File: src/hw/rtl/hid_usage_list_lookup_core_assert.svh
// Assertion macros for the HID usage list lookup core.
// Depends on nothing; included by the top level only.
`ifndef HID_USAGE_LIST_LOOKUP_CORE_ASSERT_SVH
`define HID_USAGE_LIST_LOOKUP_CORE_ASSERT_SVH

// Same-cycle implication, disabled during reset.
`define HULU_ASSERT_IMP(lbl, clk, rst_n, ante, cons, msg) \
  lbl: assert property (@(posedge clk) disable iff (!rst_n) (ante) |-> (cons)) else $error(msg);

// Next-cycle implication, disabled during reset.
`define HULU_ASSERT_NXT(lbl, clk, rst_n, ante, cons, msg) \
  lbl: assert property (@(posedge clk) disable iff (!rst_n) (ante) |=> (cons)) else $error(msg);

`endif

File: src/hw/rtl/hulu_ram.sv
// Generic single-write, single-read RAM with registered read data.
// No dependencies.
`timescale 1ns / 1ps

module hulu_ram #(
  parameter int WIDTH = 8,
  parameter int DEPTH = 16
) (
  input  logic                     clk_i,
  input  logic                     we_i,
  input  logic [$clog2(DEPTH)-1:0] waddr_i,
  input  logic [WIDTH-1:0]         wdata_i,
  input  logic [$clog2(DEPTH)-1:0] raddr_i,
  output logic [WIDTH-1:0]         rdata_o
);

  logic [WIDTH-1:0] mem_q [DEPTH];
  logic [WIDTH-1:0] rdata_q;

  always_ff @(posedge clk_i) begin
    if (we_i) begin
      mem_q[waddr_i] <= wdata_i;
    end
    rdata_q <= mem_q[raddr_i];
  end

  assign rdata_o = rdata_q;

endmodule

File: config.mk
export PLATFORM = sky130hd
export DESIGN_NAME = hulu_ram
export DESIGN_NICKNAME = d
export VERILOG_FILES = /design/src/hw/rtl/hid_usage_list_lookup_core_assert.svh /design/src/hw/rtl/hulu_ram.sv
export SDC_FILE = /design/constraint.sdc
export NUM_CORES = 1
export LEC_CHECK = 0
export ABC_AREA = 1
export BUFFER_PORTS_ARGS = -buffer_cell sky130_fd_sc_hd__buf_2
export CORE_MARGIN = 2
export CORE_UTILIZATION = 45
export DETAILED_ROUTE_END_ITERATION = 8
export PLACE_DENSITY = 0.71
export SYNTH_ARGS = -nofsm -noshare
export SYNTH_HDL_FRONTEND = slang
export SYNTH_SLANG_ARGS = --single-unit
File: constraint.sdc
create_clock -name clk_i -period 2.4 [get_ports clk_i]
set_input_delay 0.48 -clock clk_i [delete_from_list [all_inputs] [get_ports clk_i]]
set_output_delay 0.48 -clock clk_i [all_outputs]
set_load 0.005 [all_outputs]
Word level (Yosys, flattened, before mapping)
Memory sizes are Yosys's and may differ from the RTL's. A register that Yosys moved wholly into a read port is not among the register bits.
Cells that the tools add are included.
{"block": "totals", "word_cells": 3, "mem_count": 1, "out_inout_bits": 8, "regBits": 0, "inputBits": 18, "mem_bits_rw": 128}
{"memory": "mem_q", "words": 16, "width": 8, "read_ports": 1, "rd_ports_with_merged_regs": 1, "write_ports": 1, "line": "hulu_ram.sv:17", "text": "logic [WIDTH-1:0] mem_q [DEPTH];"}
{"block": "op_classes", "mux": 2}
{"cell": "$mux 1", "count": 2}

Depth between registers and ports, before layout
{"block": "logic_depth", "ltp_word": 2, "ltp_mapped": 8, "depth_no_buf": 7}

Least setup slack after synthesis
OpenSTA, ideal clock, no wires.
{"block": "synth_path", "kind": "input to register", "from": "input waddr_i[2]", "to": "memory mem_q[10][0] (enable)", "path_stages": 2, "required_time_ps": 2030, "t_arrival_ps": 1061, "path_buffers": 0, "path_slack_ps": 969, "cell_sequence": "nand3b_1 nor2_1"}
{"item": "from (decl)", "line": "hulu_ram.sv:11", "text": "input logic [$clog2(DEPTH)-1:0] waddr_i,"}
{"item": "to (decl)", "line": "hulu_ram.sv:17"}
No word-level cell before the write port.

Worst setup path in the final report
{"block": "layout_path", "from": "input waddr_i[3]", "to": "memory mem_q[4][1] (enable)"}
No word-level cell before the write port.

==> run_results.csv <==
group,metric,value,unit
grt,track_usage,0.196,
yosys,yosysUniqueCellTypes,12,
yosys,synth-simple-area-share,0.210,
worst_setup_path,criticalPathCategory,"primary input to register",
sta,fin_crit,1320,ps
placement,globalplace.congestion,0.859,
pwr,power_density,832,nW/µm²
pwr,p_int,4.36,mW
yosys,postSynthCellCount,551,
sta,setup_viol,0,
placement,pre_cts_slack,616,ps
clock_tree,clkLatencyLatePin,420,ps
detailed_routing,drtIter0Drc,460,
clock_tree,cts_tree,"built",
yosys,synthAdderAreaFrac,0,
sta,hold_viol,0,
detailed_routing,postRouteAntennaNets,0,
grt,grt_pass1_wl,19300,µm
floorplan,die_h,117,µm
pwr,p_comb_frac,0.058,
floorplan,io_pins,26,
worst_setup_path,cp.required,2450,ps
detailed_routing,viasPerCell,5.03,
pwr,pwr-share-clk,0.457,
pwr,ir_drop,0.000598,V
placement,io_buffers,25,
detailed_routing,drtPass1Iterations,5,
clock_tree,root_buffer,"clkbuf_16",
yosys,yosysSeqAreaShare,0.694,
layout,num_antenna_cells,0,
worst_setup_path,slowest_delay,530,ps
worst_setup_path,startpoint_type,"primary input",
floorplan,rows,41,
clock_tree,cts_setup_buffers,0,
clock_tree,path_clk_slew,50,ps
worst_setup_path,timing.rr.start,"mem_q[5][0]$_DFFE_PP_",
yosys,synth_area,5770,µm²
sta,fin_ws,1080,ps
sta,finalSetupTns,0,ps
worst_setup_path,cp.arrival,1370,ps
placement,dp_cells,735,
clock_tree,cts_hold_buf,0,
worst_hold_path,hp-class,"primary input to register",
yosys,ys_seq_elements,136,
layout,final_cells,766,
sta,fmax,757,MHz
sta,post-route-period-util,0.551,
yosys,synth_xor_area_frac,0,
yosys,synth_top_family_by_area,"simple AND/OR/NAND/NOR gates",
worst_setup_path,path_max_fanout,8,
detailed_routing,wl_per_cell,16.4,µm
pwr,p_leak,2.86,nW
run_status,status,"finished, final reports clean",
yosys,synthMuxAreaShare,0,
yosys,syn_nets,569,
floorplan,initial_core_util,0.459,
sta,finClkSkew,9.28,ps
grt,antenna_found_initial,0,
worst_setup_path,r2r.worst_path.cells,6,
sta,worstMarginPinSlew,681,ps
floorplan,core,12600,µm²
placement,dp.final_hpwl,7530,µm
worst_setup_path,endpoint,"mem_q[4][1]$_DFFE_PP_",
yosys,avgSynthCellArea,10.5,µm²
grt,grt_pass1_vias,3636,
layout,syn_to_final_growth,14.8,%
grt,grt_remaining_overflow,0,
sta,drv_slew,0,
worst_setup_path,cp_slowest_cell,"nor2_1",
pwr,switching_share,0.208,
clock_tree,cts_made_buffers,17,
grt,grt_max_degree,65,
detailed_routing,drc,0,
floorplan,die-area,13700,µm²
detailed_routing,wl,12600,µm
clock_tree,cts_resized,0,
detailed_routing,dr_total_vias,3852,
worst_setup_path,timing.rr.end,"rdata_o[0]$_DFF_P_",
job,cap_violations,0,
yosys,synth.yosys.warnings,0,
pwr,p_seq_frac,0.485,
yosys,synth_compound_area_frac,0,
sta,rsz0062_at_grt,"false",
layout,drive_above_1_share,0.108,
sta,relSlewSlack,0.544,
layout,final.fill_count,1043,
clock_tree,cts_buffer_depth,2,
floorplan,die_w,117,µm
layout,finalNetCount,600,
worst_setup_path,crit_chain,"buf_2 > nand3b_1 > nor2_1",
worst_setup_path,rrSetupSlack,1320,ps
clock_tree,cts_htree_levels,4,
worst_setup_path,startpoint,"waddr_i[3]",
pwr,p_sw,1.14,mW
worst_setup_path,worstSetupEndpointType,"register",
clock_tree,clkSinkCount,136,
[per-stage QoR]
stage | util | power, mW | hold slack (ps) | instance area (µm²)
after floorplan | - | 2.91 | 579 | 5770
after global placement | 0.481 | 3.02 | 661 | 6050
after detailed placement | 0.481 | 3.03 | 669 | 6050
after CTS | 0.527 | 5.52 | 422 | 6620
after global routing | 0.527 | 5.67 | 444 | 6620
final | 0.527 | 5.50 | 442 | 6620
[routing by layer]
metal	global-route usage	wire length, µm
met1	0.261	5210
met2	0.310	6180
met3	0.0515	927
met4	0.0808	280
met5	0	0
[worst min path at each step]
stage | from | endpoint | slack [ps] | cells past startpoint
5_1_grt | raddr_i[3] | rdata_o[7]$_DFF_P_ | 440 | 3
3_3_place_gp | mem_q[9][6]$_DFFE_PP_ | rdata_o[6]$_DFF_P_ | 660 | 6
6_report | raddr_i[3] | rdata_o[4]$_DFF_P_ | 440 | 3
3_5_place_dp | mem_q[10][0]$_DFFE_PP_ | rdata_o[0]$_DFF_P_ | 670 | 6
2_1_floorplan | wdata_i[0] | mem_q[0][0]$_DFFE_PP_ | 580 | 0
4_1_cts | raddr_i[3] | rdata_o[4]$_DFF_P_ | 420 | 3
[power by group through the flow]
stage | registers, mW | clock network, mW | logic [mW]
detailed placement | 2.72 | 0 | 0.313
CTS | 2.67 | 2.54 | 0.316
global route | 2.67 | 2.65 | 0.352
finish | 2.67 | 2.52 | 0.317
global placement | 2.72 | 0 | 0.305
floorplan | 2.72 | 0 | 0.187
[placed cells by master (no fill, tap or decap), types with 3 or more instances in the layout]
cell type	count
bufinv_16	3
clkbuf_16	17
buf_4	9
buf_2	25
nor2_1	17
clkinv_2	4
inv_1	100
edfxtp_1	128
nand3_1	97
nand2_1	173
dfxtp_1	8
clkbuf_1	4
[cell families after synthesis]
group                  Yosys count
flip-flops                     136
buffers and inverters          126
AND/OR/NAND/NOR                289
[worst max-delay path, delay by kind of cell]
kind | cells | cell delay [ps]
buf+inv | 1 | 120
simple gates | 2 | 770
[Yosys cell counts, drive strengths merged]
cell type / count / area (µm²)
nand3: 97 / 485
nor2: 17 / 63.8
inv: 102 / 383
nand2: 173 / 649
dfxtp: 8 / 160
edfxtp: 128 / 3840
nand3b: 2 / 15.0
buf: 24 / 166
[state kept, by name, summed over array words and instances (netlist names)]
signal,count
mem_q,128
rdata_o,8
[area by class of cell]
cell class | count | area [µm²] | share of cell area
flip-flops and latches | 136 | 4000 | 0.605
multi-input cells | 289 | 1210 | 0.183
clock buffers | 21 | 440 | 0.0666
inverters | 102 | 383 | 0.0579
repair buffers | 36 | 233 | 0.0352
well taps | 172 | 215 | 0.0325
clock inverters | 10 | 129 | 0.0195
(Power assumes the default switching activity.)
