**src/hw/rtl/hid_usage_list_lookup_core_assert.svh**
```systemverilog
// Assertion macros for the HID usage list lookup core.
// Depends on nothing; included by the top level only.
`ifndef HID_USAGE_LIST_LOOKUP_CORE_ASSERT_SVH
`define HID_USAGE_LIST_LOOKUP_CORE_ASSERT_SVH

// Same-cycle implication, disabled during reset.
`define HULU_ASSERT_IMP(lbl, clk, rst_n, ante, cons, msg) \
  lbl: assert property (@(posedge clk) disable iff (!rst_n) (ante) |-> (cons)) else $error(msg);

// Next-cycle implication, disabled during reset.
`define HULU_ASSERT_NXT(lbl, clk, rst_n, ante, cons, msg) \
  lbl: assert property (@(posedge clk) disable iff (!rst_n) (ante) |=> (cons)) else $error(msg);

`endif

```
**src/hw/rtl/hulu_pkg.sv**
```systemverilog
// Shared types and constants for the HID usage list lookup core.
// No dependencies; used by hulu_step and hid_usage_list_lookup_core.
`timescale 1ns / 1ps

package hulu_pkg;

  localparam int DefaultTableDepth = 256;
  localparam int SlotSpace         = 256;   // codes of an 8-bit slot field
  localparam int IndexW            = 24;
  localparam logic [IndexW-1:0] IndexMax = {IndexW{1'b1}};

  localparam logic OpWrite = 1'b0;
  localparam logic OpQuery = 1'b1;

  typedef struct packed {
    logic        opcode;
    logic [7:0]  entry_addr;
    logic        entry_is_range;
    logic [15:0] entry_page;
    logic [15:0] entry_min;
    logic [15:0] entry_max;
    logic [7:0]  first_entry;
    logic [8:0]  entry_count;
    logic [15:0] report_count;
    logic [15:0] query_page;
    logic [15:0] query_usage;
  } in_t;

  typedef struct packed {
    logic              found;
    logic [IndexW-1:0] usage_index;
    logic [15:0]       usage_count;
  } out_t;

  typedef struct packed {
    logic        is_range;
    logic [15:0] page;
    logic [15:0] umin;
    logic [15:0] umax;
  } entry_t;

  typedef struct packed {
    logic [15:0] report_count;
    logic [15:0] page;
    logic [15:0] usage;
  } query_t;

  // Result of one evaluation step of the shared unit.
  typedef struct packed {
    logic              hit;
    logic [IndexW-1:0] index;   // hit index, or next running index on a miss
    logic [15:0]       count;
  } step_res_t;

endpackage

```
**src/hw/rtl/hulu_step.sv**
```systemverilog
// Shared evaluation unit: matches one table entry and advances the running index.
// Depends on hulu_pkg.
`timescale 1ns / 1ps

module hulu_step (
  input  hulu_pkg::entry_t                 entry_i,
  input  hulu_pkg::query_t                 query_i,
  input  logic [hulu_pkg::IndexW-1:0]      run_i,
  input  logic                             last_i,
  output hulu_pkg::step_res_t              res_o
);
  import hulu_pkg::*;

  logic              on_page;
  logic              in_range;
  logic              hit;
  logic [16:0]       span;
  logic [16:0]       addend;
  logic [IndexW:0]   sum;
  logic [IndexW-1:0] sat_sum;
  logic [25:0]       left;
  logic              use_left;

  always_comb begin
    on_page  = (query_i.page == 16'd0) || (query_i.page == entry_i.page);
    in_range = (query_i.usage >= entry_i.umin) && (query_i.usage <= entry_i.umax);
    if (entry_i.is_range) begin
      hit = in_range && on_page;
    end else begin
      hit = (query_i.usage == entry_i.umin) && on_page;
    end

    // Inverted ranges still advance by their absolute span.
    if (entry_i.umax >= entry_i.umin) begin
      span = {1'b0, entry_i.umax - entry_i.umin};
    end else begin
      span = {1'b0, entry_i.umin - entry_i.umax};
    end

    // One adder serves both the hit offset and the miss advance.
    if (entry_i.is_range) begin
      addend = hit ? {1'b0, query_i.usage - entry_i.umin} : span + 17'd1;
    end else begin
      addend = hit ? 17'd0 : 17'd1;
    end
    sum     = {1'b0, run_i} + (IndexW + 1)'(addend);
    sat_sum = (sum > (IndexW + 1)'(IndexMax)) ? IndexMax : sum[IndexW-1:0];

    // Remaining elements for the last entry; a range also drops its own slot.
    left     = 26'(query_i.report_count) - 26'(run_i) - 26'(entry_i.is_range);
    use_left = last_i && (!entry_i.is_range || (query_i.usage == entry_i.umax));

    res_o.hit   = hit;
    res_o.index = sat_sum;
    if (use_left && ($signed(left) > 26'sd1)) begin
      res_o.count = left[15:0];
    end else begin
      res_o.count = 16'd1;
    end
  end

endmodule
```
**config.mk**
```make
export PLATFORM = sky130hd
export DESIGN_NAME = hulu_step
export DESIGN_NICKNAME = d
export VERILOG_FILES = /design/src/hw/rtl/hid_usage_list_lookup_core_assert.svh /design/src/hw/rtl/hulu_pkg.sv /design/src/hw/rtl/hulu_step.sv
export SDC_FILE = /design/constraint.sdc
export NUM_CORES = 1
export LEC_CHECK = 0
export ABC_AREA = 1
export BUFFER_PORTS_ARGS = -buffer_cell sky130_fd_sc_hd__clkbuf_2
export CAP_MARGIN = 0
export CORE_ASPECT_RATIO = 0.9
export CORE_MARGIN = 4
export CORE_UTILIZATION = 58
export DETAILED_ROUTE_END_ITERATION = 16
export PLACE_DENSITY = 0.85
export SETUP_SLACK_MARGIN = 0.02
export SLEW_MARGIN = 20
export SYNTH_ARGS = -nofsm -noshare
export SYNTH_HDL_FRONTEND = slang
export SYNTH_SLANG_ARGS = --single-unit
```
**constraint.sdc**
```tcl
create_clock -name vclk -period 5.6
set_input_delay 0.28 -clock vclk [all_inputs]
set_output_delay 0.28 -clock vclk [all_outputs]
set_load 0.01 [all_outputs]
```
After elaboration in Yosys (flattened, before gate mapping)
Cells that the tools add are included.
{ "word_totals": {"out_inout_bits": 41, "elab_cells": 31, "input_bits": 122, "regBits": 0} }
{ "classes": {"n_mux": 7, "order_cmp": 5, "eq_ne": 3, "n_addsub": 7, "n_reduce_logical": 9} }
{ "op_table": {"columns": ["cell", "n"], "rows": [
  ["equality test 16 bit", 3],
  ["subtractor 16 bit", 3],
  ["two-way mux 17 bit", 2],
  [">= comparator 16 bit", 2],
  ["two-way mux 16 bit", 2],
  ["> comparator 26 x 2 -> 1 bit, second input constant", 1],
  ["subtractor 25 x 2 -> 26 bit", 1],
  ["adder 24 x 17 -> 25 bit", 1],
  ["> comparator 25 x 24 -> 1 bit, second input constant", 1],
  ["subtractor 16 x 24 -> 25 bit", 1],
  ["two-way mux 24 bit", 1],
  ["adder 17 x 1 -> 17 bit, second input constant", 1],
  ["less-or-equal comparator 16 bit", 1],
  ["zero test 16 bit", 1],
  ["logical AND 1 bit", 5],
  ["logical OR 1 bit", 2],
  ["two-way mux 1 bit", 2],
  ["zero test 1 bit", 1]
]} }

Longest topological paths before layout
{ "logic_depth": {"depth_word": 9, "depth_mapped": 31, "depth_no_buf": 31} }

Least setup slack after synthesis
No wires, ideal clock.
{ "synth_timing": {"path_kind": "input to output", "startpoint": "in entry_i[0] (netlist bit)", "endpoint": "out res_o[21] (netlist bit)", "t_arrival_ps": 4377, "path_slack_ps": 943, "path_buffers": 1, "t_required_ps": 5320, "stages": 31, "path_cell_list": "inv_1 > ha_1 > inv_1 > fa_1 > nand3_1 > nand2_1 > a21o_1 > nand2_1 > nand3_2 > nand2_1 > o21ai_0 > inv_1 > ha_1 > inv_1 > nor2_1 > nand2_1 > nand2_1 > a21oi_1 > a211oi_1 > ha_1 > nand2_1 > o21ai_0 > a21oi_1 > o21ai_1 > a21boi_1 > o21ai_1 > a21boi_1 > o21ai_2 > nand4_1 > clkbuf_1 > nand2_1"} }
{ "synth_rtl": {"columns": ["item", "line", "rtl"], "rows": [
  ["from (decl)", "hulu_step.sv:6", "input hulu_pkg::entry_t entry_i,"],
  ["to (decl)", "hulu_step.sv:10", "output hulu_pkg::step_res_t res_o"]
]} }

==> key figures <==
Outcome
  – Outcome: complete, no violations

Critical path
  – Worst path max stage delay: 0.42 ns
  – Worst path arrival time: 4.99 ns
  – CP Data Required Time: 5.32 ns
  – Crit path max-delay family: compound AO/OA/AOI/OAI gates
  – Worst path most repeated cell: nand2_1
  – CP max FO: 23
  – CP Class: in -> out
  – CP startpoint kind: primary input
  – Bufs and invs on worst path: 7
  – Slowest library cell on the worst path: fa_1
  – Critical path endpoint category: primary output

Place
  – Placed cell count: 1641
  – DP Worst Slack: 0.0226 ns
  – Dpl cell area: 8220 um^2
  – Final Wtd Congestion: 1.00
  – Port Buffers: 163
  – HPWL Detailed: 19700 um

Yosys
  – Adder-Cell Fraction of Synth Area: 18.6%
  – Mapped Cells: 1320
  – Synth Area in XOR/XNOR: 8.27%
  – Mean Syn Cell Area: 5.46 um^2
  – Largest cells by area after synthesis: nand2_1 18%, ha_1 17%, inv_1 11%
  – Largest family of logic cells by synthesized area: simple AND/OR/NAND/NOR gates
  – Mapped cell area: 7200 um^2
  – Simple-Gate Fraction of Synth Area: 45.0%
  – Synth unique cells: 51
  – Most common cell in the netlist: nand2_1
  – Post-synth top area cell: nand2_1
  – Post-Syn Nets: 1546
  – Synth top area share: 18.3%
  – Most frequent cells after synthesis: 351 x nand2_1, 217 x inv_1, 123 x nor2_1, 99 x ha_1, 97 x a21oi_1
  – Synth Area in Compound Gates: 15.1%
  – Seq/Total Area, Yosys: 0%
  – Mux cell area share after synthesis: 0%
  – Synth warnings: 0

Die
  – Core area: 12100 um^2
  – Die Wd: 125 um
  – Die area: 14300 um^2
  – Total I/O pin count: 163
  – Starting density of the core: 59.4%
  – Die H: 114 um
  – Row count: 38

Layout
  – Area Growth Syn to Fin: 15.4%
  – Seq Cell Count: 0
  – Fillers: 1197
  – Clk_buf instances: 0
  – Ant diodes: 0
  – Design Area, Final: 8310 um^2
  – Util after Layout: 68.5%
  – Multi-input gate area: 6330 um^2
  – Share of layout cells above drive strength 1: 18.4%
  – Final nets: 1711
  – Post-route insts no fill: 1643
  – Register area: 0 um^2

Timing
  – Max-slew violation count: 0
  – Setup_tns: 0 ns
  – Final hold violation count: 0
  – Max_slew headroom: 59.0%
  – Max Fclk: 0.190 GHz
  – Worst-Margin Slew: 0.607 ns
  – Crit path time final: 5.27 ns
  – Period utilisation layout: 94.1%
  – Final WS setup: 0.330 ns
  – Final setup fails: 0
  – Hold_ws: 0.923 ns

Worst hold path
  – HP Class: in -> out

Drt
  – Initial DRC Count: 896
  – Total Wirelength: 22400 um
  – M1 WL: 10400 um
  – Highest routed metal layer: met4
  – Via count: 9007
  – Pre-antenna DRT Iters: 6
  – Avg Vias per Cell: 5.48
  – Drt drc: 0
  – Routed len/inst: 13.6 um
  – Met3 routed WL: 2470 um
  – Final ANT Viol Nets: 0
  – Routed length on met2: 9130 um

GRT
  – Vias in the first global route: 8198
  – First-pass GRT wire length: 37200 um
  – GRT Total Usage: 30.2%
  – Initial antenna violation count: 0
  – Largest net degree at the start of global routing: 24
  – Congestion Overflow GR: 0

Power
  – Final Power: 1.13 mW
  – Leakage: 4.82 nW
  – Power density over cell area: 136 nW/um^2
  – VDD IR-drop max: 0.133 mV

CTS
  – Hold buffer count at CTS: 0

Job
  – Max cap viols: 0
[where the power goes]
group          total [mW]  internal [mW]  switching [mW]
Combinational        1.13          0.410           0.720
Clock                   0              0               0
Sequential              0              0               0
[cells by family (layout without fill, tap and decap cells)]
logic type / after synthesis / in the layout
fa+ha+maj: 104 / 104
simple gates: 713 / 713
buf+inv: 239 / 402
compound gates: 196 / 196
xor+xnor: 68 / 68
[path summary, 6_finish.rpt]
| check | from | to | slack, ns | cells past startpoint |
|---|---|---|---|---|
| worst min-delay path | run_i[20] | res_o[36] | 0.92 | 4 |
| worst max-delay path | entry_i[0] | res_o[18] | 0.33 | 31 |
[cell type report]
cell class	count	share of cell area, %
well taps	160	2.41
multi-input cells	1081	76.2
repair buffers	177	11.2
inverters	225	10.2
[tightest hold or removal path, stage by stage]
cell,delay (ns)
clkbuf_2,0.12
nand2_1,0.06
nand3_1,0.06
clkbuf_2,0.12
[layout by cell type, fill, tap and decap left out, types with 6 or more instances in the layout]
cell      instances
xnor2_1          21
clkbuf_2        163
nor2_1          121
o21ai_1           6
nor2_4            6
nand2_1         351
a21oi_1          96
o21ai_0          56
nand4_1          33
inv_1           217
nor2_2           24
xor2_1           47
nand3_2          11
nand3_1          96
nand3b_1          8
nand2_2          22
buf_4            13
inv_2             6
nor3_1           15
ha_1             98
[what timing repair did]
| action | 4_1_cts | 5_1_grt |
|---|---|---|
| cloned | 0 | 0 |
| setup endpoints to repair | 2 | 24 |
| resized for setup | 1 | 23 |
| buffers inserted | 0 | 2 |
| pin swaps | 0 | 4 |
[layer usage]
metal  GRT usage (%)  vias to the layer above
met5               0                        -
met1            44.0                     3914
li1                -                     4605
met3            4.49                       37
met2            48.1                      451
met4            4.70                        0
Power figures use the tool's default switching activity.
